**src/hw/rtl/nnrot_pkg.sv**
```systemverilog
// Shared constants, types and fixed-point helpers of the nearest-neighbour rotator.
package nnrot_pkg;

  // Pixel store geometry.
  localparam int unsigned MaxWidth  = 64;
  localparam int unsigned MaxHeight = 64;
  localparam int unsigned Depth     = MaxWidth * MaxHeight;
  localparam int unsigned AddrW     = $clog2(Depth);

  // Datapath widths.
  localparam int unsigned DimW   = 11;  // effective source dimension, up to 64
  localparam int unsigned CoordW = 12;  // signed box coordinates and offsets
  localparam int unsigned ProdW  = 28;  // signed coordinate times Q2.14 product
  localparam int unsigned FracW  = 14;  // fraction bits of the angle registers

  localparam logic signed [31:0] TruncBias = 32'((1 << FracW) - 1);

  // Configuration port.
  localparam int unsigned CfgIdxW  = 3;
  localparam int unsigned CfgDataW = 24;

  localparam logic [CfgIdxW-1:0] RegCos    = 3'd0;
  localparam logic [CfgIdxW-1:0] RegSin    = 3'd1;
  localparam logic [CfgIdxW-1:0] RegWidth  = 3'd2;
  localparam logic [CfgIdxW-1:0] RegHeight = 3'd3;
  localparam logic [CfgIdxW-1:0] RegBg     = 3'd4;

  // Item function codes.
  localparam logic FuncWrite = 1'b0;
  localparam logic FuncRead  = 1'b1;

  // Configuration as seen by the datapath units.
  typedef struct packed {
    logic signed [15:0] cos_angle;
    logic signed [15:0] sin_angle;
    logic [DimW-1:0]    eff_w;
    logic [DimW-1:0]    eff_h;
  } cfg_t;

  // Rotated bounding box.
  typedef struct packed {
    logic signed [CoordW-1:0] off_x;
    logic signed [CoordW-1:0] off_y;
    logic [7:0]               width;
    logic [7:0]               height;
  } box_t;

  // Inverse mapping result.
  typedef struct packed {
    logic             hit;
    logic [AddrW-1:0] addr;
  } map_t;

  // Divide by 2^14 with truncation toward zero.
  function automatic logic signed [31:0] trunc_q14(input logic signed [31:0] x);
    logic signed [31:0] bias;
    bias = x[31] ? TruncBias : 32'sd0;
    return (x + bias) >>> FracW;
  endfunction

  // Clamp a dimension register to the store limit.
  function automatic logic [DimW-1:0] eff_dim(input logic [6:0] r, input int unsigned lim);
    logic [DimW-1:0] v;
    v = {4'b0, r};
    return (v > DimW'(lim)) ? DimW'(lim) : v;
  endfunction

endpackage

```
**src/hw/rtl/nnrot_map.sv**
```systemverilog
// Inverse mapping: output position back into the source image and store address.
module nnrot_map (
  input  logic            clk_i,
  input  logic            load_i,
  input  logic [6:0]      column_i,
  input  logic [6:0]      line_i,
  input  nnrot_pkg::cfg_t cfg_i,
  input  nnrot_pkg::box_t box_i,
  output nnrot_pkg::map_t map_o
);

  localparam int unsigned PW = nnrot_pkg::ProdW;
  localparam int unsigned CW = nnrot_pkg::CoordW;

  logic [6:0] col_q, row_q;
  logic signed [CW-1:0] i_s, j_s;
  logic signed [PW-1:0] ic_q, js_q, jc_q, is_q;
  logic inbox_q;
  logic signed [31:0] nx, ny, w_s, h_s;
  logic [31:0] lin;

  // Item position, held for the whole item.
  always_ff @(posedge clk_i) begin
    if (load_i) begin
      col_q <= column_i;
      row_q <= line_i;
    end
  end

  // Shift by the box offset and multiply by sine and cosine.
  assign i_s = box_i.off_x + $signed({5'b0, col_q});
  assign j_s = box_i.off_y + $signed({5'b0, row_q});

  always_ff @(posedge clk_i) begin
    ic_q    <= PW'(i_s) * PW'(cfg_i.cos_angle);
    js_q    <= PW'(j_s) * PW'(cfg_i.sin_angle);
    jc_q    <= PW'(j_s) * PW'(cfg_i.cos_angle);
    is_q    <= PW'(i_s) * PW'(cfg_i.sin_angle);
    inbox_q <= ({1'b0, col_q} < box_i.width) && ({1'b0, row_q} < box_i.height);
  end

  // Source point, bounds check and store address.
  always_comb begin
    nx  = nnrot_pkg::trunc_q14(32'(ic_q) + 32'(js_q));
    ny  = nnrot_pkg::trunc_q14(32'(jc_q) - 32'(is_q));
    w_s = $signed(32'(cfg_i.eff_w));
    h_s = $signed(32'(cfg_i.eff_h));
    lin = $unsigned(ny) * 32'(nnrot_pkg::MaxWidth) + $unsigned(nx);
    map_o.hit  = inbox_q && (nx >= 32'sd0) && (nx < w_s) && (ny >= 32'sd0) && (ny < h_s);
    map_o.addr = lin[nnrot_pkg::AddrW-1:0];
  end

endmodule

```
**config.mk**
```make
export PLATFORM = sky130hd
export DESIGN_NAME = nnrot_map
export DESIGN_NICKNAME = d
export VERILOG_FILES = /design/src/hw/rtl/nnrot_pkg.sv /design/src/hw/rtl/nnrot_map.sv
export SDC_FILE = /design/constraint.sdc
export NUM_CORES = 2
export LEC_CHECK = 0
export ABC_CLOCK_PERIOD_IN_PS = 11000
export BUFFER_PORTS_ARGS = -buffer_cell sky130_fd_sc_hd__buf_2
export CAP_MARGIN = 30
export CORE_MARGIN = 2
export CORE_UTILIZATION = 55
export CTS_CLUSTER_SIZE = 16
export DETAILED_ROUTE_END_ITERATION = 8
export MAX_ROUTING_LAYER = met4
export PLACE_DENSITY_LB_ADDON = 0.3
export SKIP_LAST_GASP = 1
export SYNTH_ARGS = -nofsm -noshare
export SYNTH_HDL_FRONTEND = slang
export SYNTH_SLANG_ARGS = --single-unit
```
**constraint.sdc**
```tcl
create_clock -name clk_i -period 11 [get_ports clk_i]
set_input_delay 1.65 -clock clk_i [delete_from_list [all_inputs] [get_ports clk_i]]
set_output_delay 1.65 -clock clk_i [all_outputs]
set_load 0.02 [all_outputs]
```
==> out/metrics.csv <==
metric,value,unit
outcome,"complete, no violations",
drt-wirelength-per-cell,16.7,um
setup_total_negative_slack,0,ns
initial_antenna_violation_count,5,
final_max_slew_viol_count,0,
tritoncts,built,
drt_drc_violations_left,0,
cts_num_sinks,127,
synth-edff-count,14,
globalRouteMet3Util,0.0393,
syn_avg_cell_area,8.82,um2
timing.critical_path.from_type,input pin,
drv_cap,0,
relSlewSlack,0.248,
ys_warn_count,0,
cts_resized,0,
io_pins,123,
core_area,64300,um2
finClkSkew,0.0141,ns
design.die.area,67000,um2
timing.hold.worst.class,reg -> reg,
critical_path.startpoint,box_i[16],
post_synth_instance_area,35700,um2
fin_nets,5273,
worstRegToRegCells,30,
critical-path-max-stage-delay,0.70,ns
post_cts.repair.setup_buffers,0,
period_minus_slack,9.17,ns
worst_setup_path_endpoint,jc_q[27]$_DFF_P_,
h_tree_depth_reported_by_cts,4,
synth_area_leader_cell,sky130_fd_sc_hd__fa_1,
worst_path_max_delay_cell,sky130_fd_sc_hd__xnor2_2,
first_pass_iters,5,
global_route.peak_usage_layer,met2,
arrival,9.53,ns
die_width,259,um
gr-total-overflow,0,
cp_max_fo,17,
post_route_cells_drive_above_1_share,0.0676,
min-delay-start,row_q[6]$_DFFE_PP_,
grt_max_degree,33,
gate_count_of_the_mapped_netlist,4047,
critical_path.most_common_cell,sky130_fd_sc_hd__fa_1,
setup.worst_path.end_class,flop,
globalRouteMet1Util,0.357,
seq_area_frac_synth,0.0751,
rows,93,
critPathKind,in -> reg,
rsz_0062_raised_after_global_routing,no,
number_of_global_route_vias_before_repair,27800,
commonest_cells_after_routing_fill_and_taps_aside,"951 x sky130_fd_sc_hd__inv_1, 717 x sky130_fd_sc_hd__fa_1, 519 x sky130_fd_sc_hd__nand2_1",
finish.utilization,0.589,
place.gp.congestion,0.917,
globalRouteMet2Util,0.425,
yosys.area.top_type_share,0.402,
tritoncts.num_buffers,17,
synth_top_flop_cell,sky130_fd_sc_hd__dfxtp_1,
yosys_register_bits,127,
synth_fp_nets,5237,
clk_transition_reported_paths,0.07,ns
grt_usage,0.275,
worst-endpoint-required,11.36,ns
asyncSetResetFlopFracSynth,0,
final.period_utilization,0.833,
startpoint_of_the_worst_slack_reg_to_reg_timing_path,row_q[0]$_DFFE_PP_,
detail_route.iter0.violations,1698,
mostFrequentLayoutCell,sky130_fd_sc_hd__inv_1,
ff2ff_setup_slack,2.72,ns
max-clock-path-buffers,2,
antenna_violating_nets_post_route,0,
wirelength,82900,um
routed-via-count,26400,
synth_top_cells_by_area,"sky130_fd_sc_hd__fa_1 40%, sky130_fd_sc_hd__ha_1 13%, sky130_fd_sc_hd__inv_1 10%",
timing_limited_maximum_frequency,109,MHz
ctsHoldBuffers,0,
layout-area-overhead-vs-synth,6.23,%
post-dp-hpwl,68300,um
start_util,0.555,
max_slew.worst_pin.slew,1.12,ns
report.final.hold_viol_count,0,
report.final.setup_viol,0,
clk_latency,0.48,ns
first_pass_grt_wire_length,141000,um
synth.lib_cells_used.distinct,97,
chipHeight,259,um
crit-reg2reg-capture,jc_q[27]$_DFF_P_,
clock_tree.root_cell,sky130_fd_sc_hd__clkbuf_16,
io_buffer_count,122,
post_drt_via_cell_ratio,5.34,
==> cells in the mapped netlist (32+ instances only) <==
master                     instances
sky130_fd_sc_hd__xor2_1           43
sky130_fd_sc_hd__clkbuf_1        141
sky130_fd_sc_hd__ha_1            363
sky130_fd_sc_hd__inv_1           951
sky130_fd_sc_hd__nor3_1           42
sky130_fd_sc_hd__fa_1            717
sky130_fd_sc_hd__a21o_1           42
sky130_fd_sc_hd__nand3_1          32
sky130_fd_sc_hd__a21oi_1         111
sky130_fd_sc_hd__nor2_1          154
sky130_fd_sc_hd__dfxtp_1         113
sky130_fd_sc_hd__o21ai_0          61
sky130_fd_sc_hd__xnor2_1         143
sky130_fd_sc_hd__nand2b_1         49
sky130_fd_sc_hd__nand2_1         519
sky130_fd_sc_hd__and2_1          205
sky130_fd_sc_hd__nor2b_1          56
==> stage by stage <==
| stage | area, um2 | cells | setup WS [ns] | hold WS (ns) |
|---|---|---|---|---|
| after CTS | 37900 | 4951 | 1.92 | 0.823 |
| after global placement | 37300 | 4917 | 1.51 | 0.805 |
| after global routing | 37900 | 4955 | 1.32 | 0.876 |
| final | 37900 | 4955 | 1.83 | 0.821 |
| after detailed placement | 37300 | 4919 | 1.41 | 0.806 |
| after floorplan | 35700 | 4047 | 2.70 | 0.626 |
==> routing by layer <==
metal | wire length (um) | part of all wire
met5 | 0 | 0
met4 | 4580 | 0.055
met3 | 5230 | 0.063
met2 | 38000 | 0.46
met1 | 35100 | 0.42
==> how the worst min path moves through the flow <==
stage	end	slack, ns	cells after the start
after floorplan	ic_q[0]$_DFF_P_	0.63	2
after global placement	inbox_q$_DFF_P_	0.80	3
after detailed placement	inbox_q$_DFF_P_	0.81	3
after CTS	inbox_q$_DFF_P_	0.82	3
after global routing	inbox_q$_DFF_P_	0.88	3
final	inbox_q$_DFF_P_	0.82	3
==> cell type report <==
class,count,area (um2)
clock inverters,14,205
multi-input cells,2828,29100
diodes,4,10.0
clock buffers,18,429
flip-flops and latches,127,2680
well taps,855,1070
fillers,5732,26400
inverters,951,3570
repair buffers,158,888
==> state kept, by name, indices dropped and copies added (netlist names) <==
name / flops
inbox_q: 1
is_q: 28
ic_q: 28
row_q: 7
col_q: 7
js_q: 28
jc_q: 28
==> kinds of logic after synthesis <==
family,after synthesis,share of synthesized area
DFF,127,0.0751
buffers and inverters,1092,0.115
xor gates and xnor gates,187,0.0461
adders and majority gates,1080,0.529
AOI/OAI and AO/OA,401,0.0776
muxes,9,0.00263
and+or+nand+nor,1151,0.155
==> critical path: cells and delay by family <==
family / cells / cell delay (ns)
XOR/XNOR: 1 / 0.70
adder cells (fa/ha/maj): 8 / 3.32
AND/OR/NAND/NOR: 2 / 0.32
multiplexers: 1 / 0.12
buffers and inverters: 7 / 0.72
AO/OA/AOI/OAI: 12 / 2.68
Power is not shown: default switching activity piles up to over one toggle a cycle in this logic, so the estimate is an artifact.
