[src/hw/rtl/nnrot_pkg.sv]
// Shared constants, types and fixed-point helpers of the nearest-neighbour rotator.
package nnrot_pkg;

  // Pixel store geometry.
  localparam int unsigned MaxWidth  = 64;
  localparam int unsigned MaxHeight = 64;
  localparam int unsigned Depth     = MaxWidth * MaxHeight;
  localparam int unsigned AddrW     = $clog2(Depth);

  // Datapath widths.
  localparam int unsigned DimW   = 11;  // effective source dimension, up to 64
  localparam int unsigned CoordW = 12;  // signed box coordinates and offsets
  localparam int unsigned ProdW  = 28;  // signed coordinate times Q2.14 product
  localparam int unsigned FracW  = 14;  // fraction bits of the angle registers

  localparam logic signed [31:0] TruncBias = 32'((1 << FracW) - 1);

  // Configuration port.
  localparam int unsigned CfgIdxW  = 3;
  localparam int unsigned CfgDataW = 24;

  localparam logic [CfgIdxW-1:0] RegCos    = 3'd0;
  localparam logic [CfgIdxW-1:0] RegSin    = 3'd1;
  localparam logic [CfgIdxW-1:0] RegWidth  = 3'd2;
  localparam logic [CfgIdxW-1:0] RegHeight = 3'd3;
  localparam logic [CfgIdxW-1:0] RegBg     = 3'd4;

  // Item function codes.
  localparam logic FuncWrite = 1'b0;
  localparam logic FuncRead  = 1'b1;

  // Configuration as seen by the datapath units.
  typedef struct packed {
    logic signed [15:0] cos_angle;
    logic signed [15:0] sin_angle;
    logic [DimW-1:0]    eff_w;
    logic [DimW-1:0]    eff_h;
  } cfg_t;

  // Rotated bounding box.
  typedef struct packed {
    logic signed [CoordW-1:0] off_x;
    logic signed [CoordW-1:0] off_y;
    logic [7:0]               width;
    logic [7:0]               height;
  } box_t;

  // Inverse mapping result.
  typedef struct packed {
    logic             hit;
    logic [AddrW-1:0] addr;
  } map_t;

  // Divide by 2^14 with truncation toward zero.
  function automatic logic signed [31:0] trunc_q14(input logic signed [31:0] x);
    logic signed [31:0] bias;
    bias = x[31] ? TruncBias : 32'sd0;
    return (x + bias) >>> FracW;
  endfunction

  // Clamp a dimension register to the store limit.
  function automatic logic [DimW-1:0] eff_dim(input logic [6:0] r, input int unsigned lim);
    logic [DimW-1:0] v;
    v = {4'b0, r};
    return (v > DimW'(lim)) ? DimW'(lim) : v;
  endfunction

endpackage

[src/hw/rtl/nnrot_box.sv]
// Bounding box unit: rotates the source corners forward after every configuration change.
module nnrot_box (
  input  logic                   clk_i,
  input  logic                   rst_ni,
  input  logic                   start_i,
  input  nnrot_pkg::cfg_t        cfg_i,
  output logic                   busy_o,
  output nnrot_pkg::box_t        box_o
);

  localparam int unsigned PW = nnrot_pkg::ProdW;
  localparam int unsigned CW = nnrot_pkg::CoordW;

  logic [2:0] stg_q, stg_d;

  logic signed [11:0] w_s, h_s;
  logic signed [PW-1:0] pwc_q, phs_q, pws_q, phc_q;
  logic signed [PW-1:0] pwc_d, phs_d, pws_d, phc_d;
  logic signed [CW-1:0] cx1_q, cy1_q, cx2_q, cy2_q, cx3_q, cy3_q;
  logic signed [CW-1:0] cx1_d, cy1_d, cx2_d, cy2_d, cx3_d, cy3_d;
  logic signed [CW-1:0] minx, maxx, miny, maxy, dx, dy;
  nnrot_pkg::box_t box_q, box_d;

  // Stage sequence: products, corners, extents.
  assign stg_d  = {stg_q[1:0], start_i};
  assign busy_o = |stg_q;

  always_ff @(posedge clk_i or negedge rst_ni) begin
    if (!rst_ni) begin
      stg_q <= 3'b001;
    end else begin
      stg_q <= stg_d;
    end
  end

  // Dimension times sine and cosine.
  always_comb begin
    w_s   = $signed({1'b0, cfg_i.eff_w});
    h_s   = $signed({1'b0, cfg_i.eff_h});
    pwc_d = PW'(w_s) * PW'(cfg_i.cos_angle);
    phs_d = PW'(h_s) * PW'(cfg_i.sin_angle);
    pws_d = PW'(w_s) * PW'(cfg_i.sin_angle);
    phc_d = PW'(h_s) * PW'(cfg_i.cos_angle);
  end

  always_ff @(posedge clk_i) begin
    pwc_q <= pwc_d;
    phs_q <= phs_d;
    pws_q <= pws_d;
    phc_q <= phc_d;
  end

  // Rotated corners, truncated toward zero.
  always_comb begin
    cx1_d = CW'(nnrot_pkg::trunc_q14(32'(pwc_q)));
    cy1_d = CW'(nnrot_pkg::trunc_q14(32'(pws_q)));
    cx2_d = CW'(nnrot_pkg::trunc_q14(32'sd0 - 32'(phs_q)));
    cy2_d = CW'(nnrot_pkg::trunc_q14(32'(phc_q)));
    cx3_d = CW'(nnrot_pkg::trunc_q14(32'(pwc_q) - 32'(phs_q)));
    cy3_d = CW'(nnrot_pkg::trunc_q14(32'(pws_q) + 32'(phc_q)));
  end

  always_ff @(posedge clk_i) begin
    cx1_q <= cx1_d;
    cy1_q <= cy1_d;
    cx2_q <= cx2_d;
    cy2_q <= cy2_d;
    cx3_q <= cx3_d;
    cy3_q <= cy3_d;
  end

  // Extents over the four corners; the origin corner keeps the minimum at or below zero.
  always_comb begin
    minx = '0;
    maxx = '0;
    miny = '0;
    maxy = '0;
    if (cx1_q < minx) minx = cx1_q;
    if (cx2_q < minx) minx = cx2_q;
    if (cx3_q < minx) minx = cx3_q;
    if (cx1_q > maxx) maxx = cx1_q;
    if (cx2_q > maxx) maxx = cx2_q;
    if (cx3_q > maxx) maxx = cx3_q;
    if (cy1_q < miny) miny = cy1_q;
    if (cy2_q < miny) miny = cy2_q;
    if (cy3_q < miny) miny = cy3_q;
    if (cy1_q > maxy) maxy = cy1_q;
    if (cy2_q > maxy) maxy = cy2_q;
    if (cy3_q > maxy) maxy = cy3_q;
    dx = maxx - minx;
    dy = maxy - miny;
    box_d.off_x  = minx;
    box_d.off_y  = miny;
    box_d.width  = (dx > CW'(255)) ? 8'hFF : dx[7:0];
    box_d.height = (dy > CW'(255)) ? 8'hFF : dy[7:0];
  end

  always_ff @(posedge clk_i) begin
    if (stg_q[2]) begin
      box_q <= box_d;
    end
  end

  assign box_o = box_q;

endmodule

[config.mk]
export PLATFORM = sky130hd
export DESIGN_NAME = nnrot_box
export DESIGN_NICKNAME = d
export VERILOG_FILES = /design/src/hw/rtl/nnrot_pkg.sv /design/src/hw/rtl/nnrot_box.sv
export SDC_FILE = /design/constraint.sdc
export NUM_CORES = 2
export LEC_CHECK = 0
export ABC_AREA = 1
export CORE_ASPECT_RATIO = 0.5
export CORE_MARGIN = 2
export CORE_UTILIZATION = 65
export DETAILED_ROUTE_END_ITERATION = 8
export DONT_BUFFER_PORTS = 1
export GPL_ROUTABILITY_DRIVEN = 0
export PLACE_DENSITY = 0.81
export REMOVE_ABC_BUFFERS = 1
export SLEW_MARGIN = 20
export SYNTH_ARGS = -nofsm -noshare
export SYNTH_HDL_FRONTEND = slang
export SYNTH_SLANG_ARGS = --single-unit
[constraint.sdc]
create_clock -name clk_i -period 17.1 [get_ports clk_i]
set_clock_uncertainty 0.1 [all_clocks]
set_input_delay 0.855 -clock clk_i [delete_from_list [all_inputs] [get_ports clk_i]]
set_output_delay 0.855 -clock clk_i [all_outputs]
set_load 0.02 [all_outputs]
==> flow_summary.yaml <==
status:
  status: "complete, no violations"
critical_path:
  path_class: "reg -> reg"
  ff2ff_path_depth: 35
  r2r-end: "box_o[10]"
  worstSetupStartpoint: "cx1_q[0]"
  startpoint_type: "flop"
  required_ns: 17.29
  cp.arrival_ns: 7.54
  rrSetupSlack_ns: 9.76
  cp_slowest_stage_delay_ns: 0.44
  r2r_start: "cx1_q[0]"
  crit_slowest_cell: "fa_1"
  crit_fanout: 23
  endpoint_kind: "flop"
yosys:
  syn_inst: 5482
  yosys.area.top_type_share_pct: 30.5
  postSynth.asyncResetShare_pct: 1.32
  synth_top_family_by_area: "adder cells"
  synth_cell_types: 71
  yosys.area_share.simple_pct: 17.3
  synthMostInstantiatedCell: "inv_1"
  synth_compound_area_share_pct: 7.73
  yosysTopAreaCell: "fa_1"
  yosysSeqAreaShare_pct: 11.7
  synthesis.area_um2: 42600
  ys_warn_count: 0
  synth_edf_count: 40
  synthXorXnorAreaFrac_pct: 4.85
  synth.area.top_cells: "fa_1 (30%), ha_1 (15%), inv_1 (12%)"
  avgSynthCellArea_um2: 7.77
  synth_flop_cell: "dfxtp_1"
  synthAdderAreaFrac_pct: 45.1
  synthMuxAreaShare_pct: 0
  synth_common_cells: "inv_1 (1357), nand2_1 (1325), fa_1 (648)"
  ys_seq_elements: 227
die:
  dieArea_um2: 67700
  die_x_um: 366
  rows: 66
  core_region_area_um2: 64900
  die_h_um: 185
  start_util_pct: 65.6
  pin_count: 98
clock_tree:
  path_clk_slew_ns: 0.06
  cts_max_path_buffers: 3
  cts_setup_buffers: 0
  clk_latency_ns: 0.55
  cts-root-buf: "clkbuf_16"
  ctsResizeCount: 0
  ctsHtreeMaxLevel: 1
  cts_tree: "yes"
  numCtsBuffers: 25
  clock_sinks: 227
sta:
  worst_slew_pin_slew_ns: 1.07
  slew_violations: 0
  grt_setup_unrepaired: "false"
  hold_viol: 0
  hold_ws_ns: 0.0565
  slew_headroom_pct: 27.6
  fin_crit_sh_pct: 43.0
  finalSetupViolCount: 0
  tns_ns: 0
  fmax_ghz: 0.136
  period_needed_ns: 7.34
cells_and_area:
  seqCellArea_um2: 4960
  design_area_um2: 44100
  num-fill-cells: 5269
  multiInputGateArea_um2: 31900
  drive_above_1_share_pct: 2.47
  final_nets: 6563
  area_growth_pct: 3.50
min_path:
  hp-class: "in -> async"
global_routing:
  grt_usage_pct: 32.7
  grt_max_degree: 42
  first_global_vias: 36203
  grt_pass1_wl_mm: 179
  grt-ovfl-total: 0
  antenna_found_initial: 14
detailed_routing:
  drc: 0
  num_vias: 34801
  detail_route.first_pass.iterations: 6
  wire_per_inst_um: 17.2
  drt.antenna.violating_nets: 0
  drt_iter0_drc: 2860
  avgViaCountPerCell: 5.55
  routed_wl_mm: 108
placed_design:
  place_area_um2: 43100
  hpwl_mm: 86.8
  io_buffer_count: 0
job:
  maxCapViolCount: 0
[cell usage in the layout (no fill, tap or decap), drive strengths merged, types with 3 or more instances in the layout]
master / Yosys / routed
nand2: 1343 / 1343
nor2: 169 / 169
diode: 0 / 7
edfxtp: 40 / 40
o21bai: 12 / 12
a211oi: 8 / 8
o211ai: 9 / 9
nor4: 21 / 21
nor3: 30 / 30
xor2: 155 / 155
nand4: 41 / 41
ha: 497 / 497
o31ai: 5 / 5
xnor2: 73 / 73
a21oi: 285 / 285
and2: 5 / 5
a21boi: 7 / 7
o21a: 18 / 18
nand3: 145 / 145
a31oi: 17 / 17
bufinv: 0 / 4
o21ai: 200 / 200
a21o: 10 / 10
or2: 7 / 7
clkbuf: 144 / 32
fa: 648 / 648
o221ai: 3 / 3
nand3b: 8 / 8
and3: 4 / 4
dfxtp: 184 / 184
clkinv: 4 / 8
o2111ai: 5 / 5
inv: 1363 / 1366
[worst max path at each step]
stage                end  slack (ns)  depth (start not counted)
2_1_floorplan  box_o[10]       10.82                         34
3_3_place_gp   box_o[11]       10.14                         34
3_5_place_dp    box_o[7]        9.82                         34
4_1_cts         box_o[7]        9.81                         34
5_1_grt        box_o[10]        8.78                         34
6_report       box_o[10]        9.76                         35
[through the flow]
step	cells	util [%]	worst slack, ns
final	6270	67.9	9.76
after CTS	6263	67.9	9.81
after global placement	6217	66.4	10.14
after detailed placement	6217	66.4	9.82
after global routing	6263	67.9	8.78
after floorplan	5333	-	10.82
[sequential cells by signal, summed over array words and instances, names as in the netlist]
signal	flops
cy3_q	12
cx1_q	12
pws_q	28
phs_q	28
pwc_q	28
cx3_q	12
cx2_q	12
cy2_q	12
cy1_q	12
phc_q	28
stg_q	3
box_o	40
[layer usage]
metal | vias to the layer above | global-route usage (%) | wire length [µm]
met1 | 16583 | 42.2 | 43200
met2 | 1608 | 53.4 | 47900
met3 | 279 | 8.59 | 12400
met4 | 10 | 12.0 | 4230
li1 | 16321 | - | -
met5 | - | 0 | 69
[area by class of cell]
class,instances,area share [%]
antenna,7,0.0397
clock buffer,32,1.64
clock inverter,13,0.446
inverter,1367,11.6
multi-input combinational,3739,72.4
sequential,227,11.3
tap,884,2.51
timing repair buffer,1,0.0227
[cell families after synthesis]
group                    after synthesis
AND/OR/NAND/NOR                     1775
XOR/XNOR                             228
other                                  1
buffers and inverters               1517
AO/OA/AOI/OAI                        589
adder cells (fa/ha/maj)             1145
flip-flops                           227
[critical path, delay by kind of cell, from the launching register on]
family                   cells  cell delay (ns)
AO/OA/AOI/OAI               15             2.66
XOR/XNOR                     2             0.38
adder cells (fa/ha/maj)      4             1.26
buffers and inverters        3             0.71
flip-flops                   1             0.33
AND/OR/NAND/NOR             11             1.64
[what timing repair did]
action	in CTS	in global routing
endpoints found under the setup margin	0	0
hold endpoints to repair	2	0
hold buffers	1	0
Power is left out: the tool's default activity adds up to more than one toggle a clock period on the data nets, which glitch-free logic cannot reach.
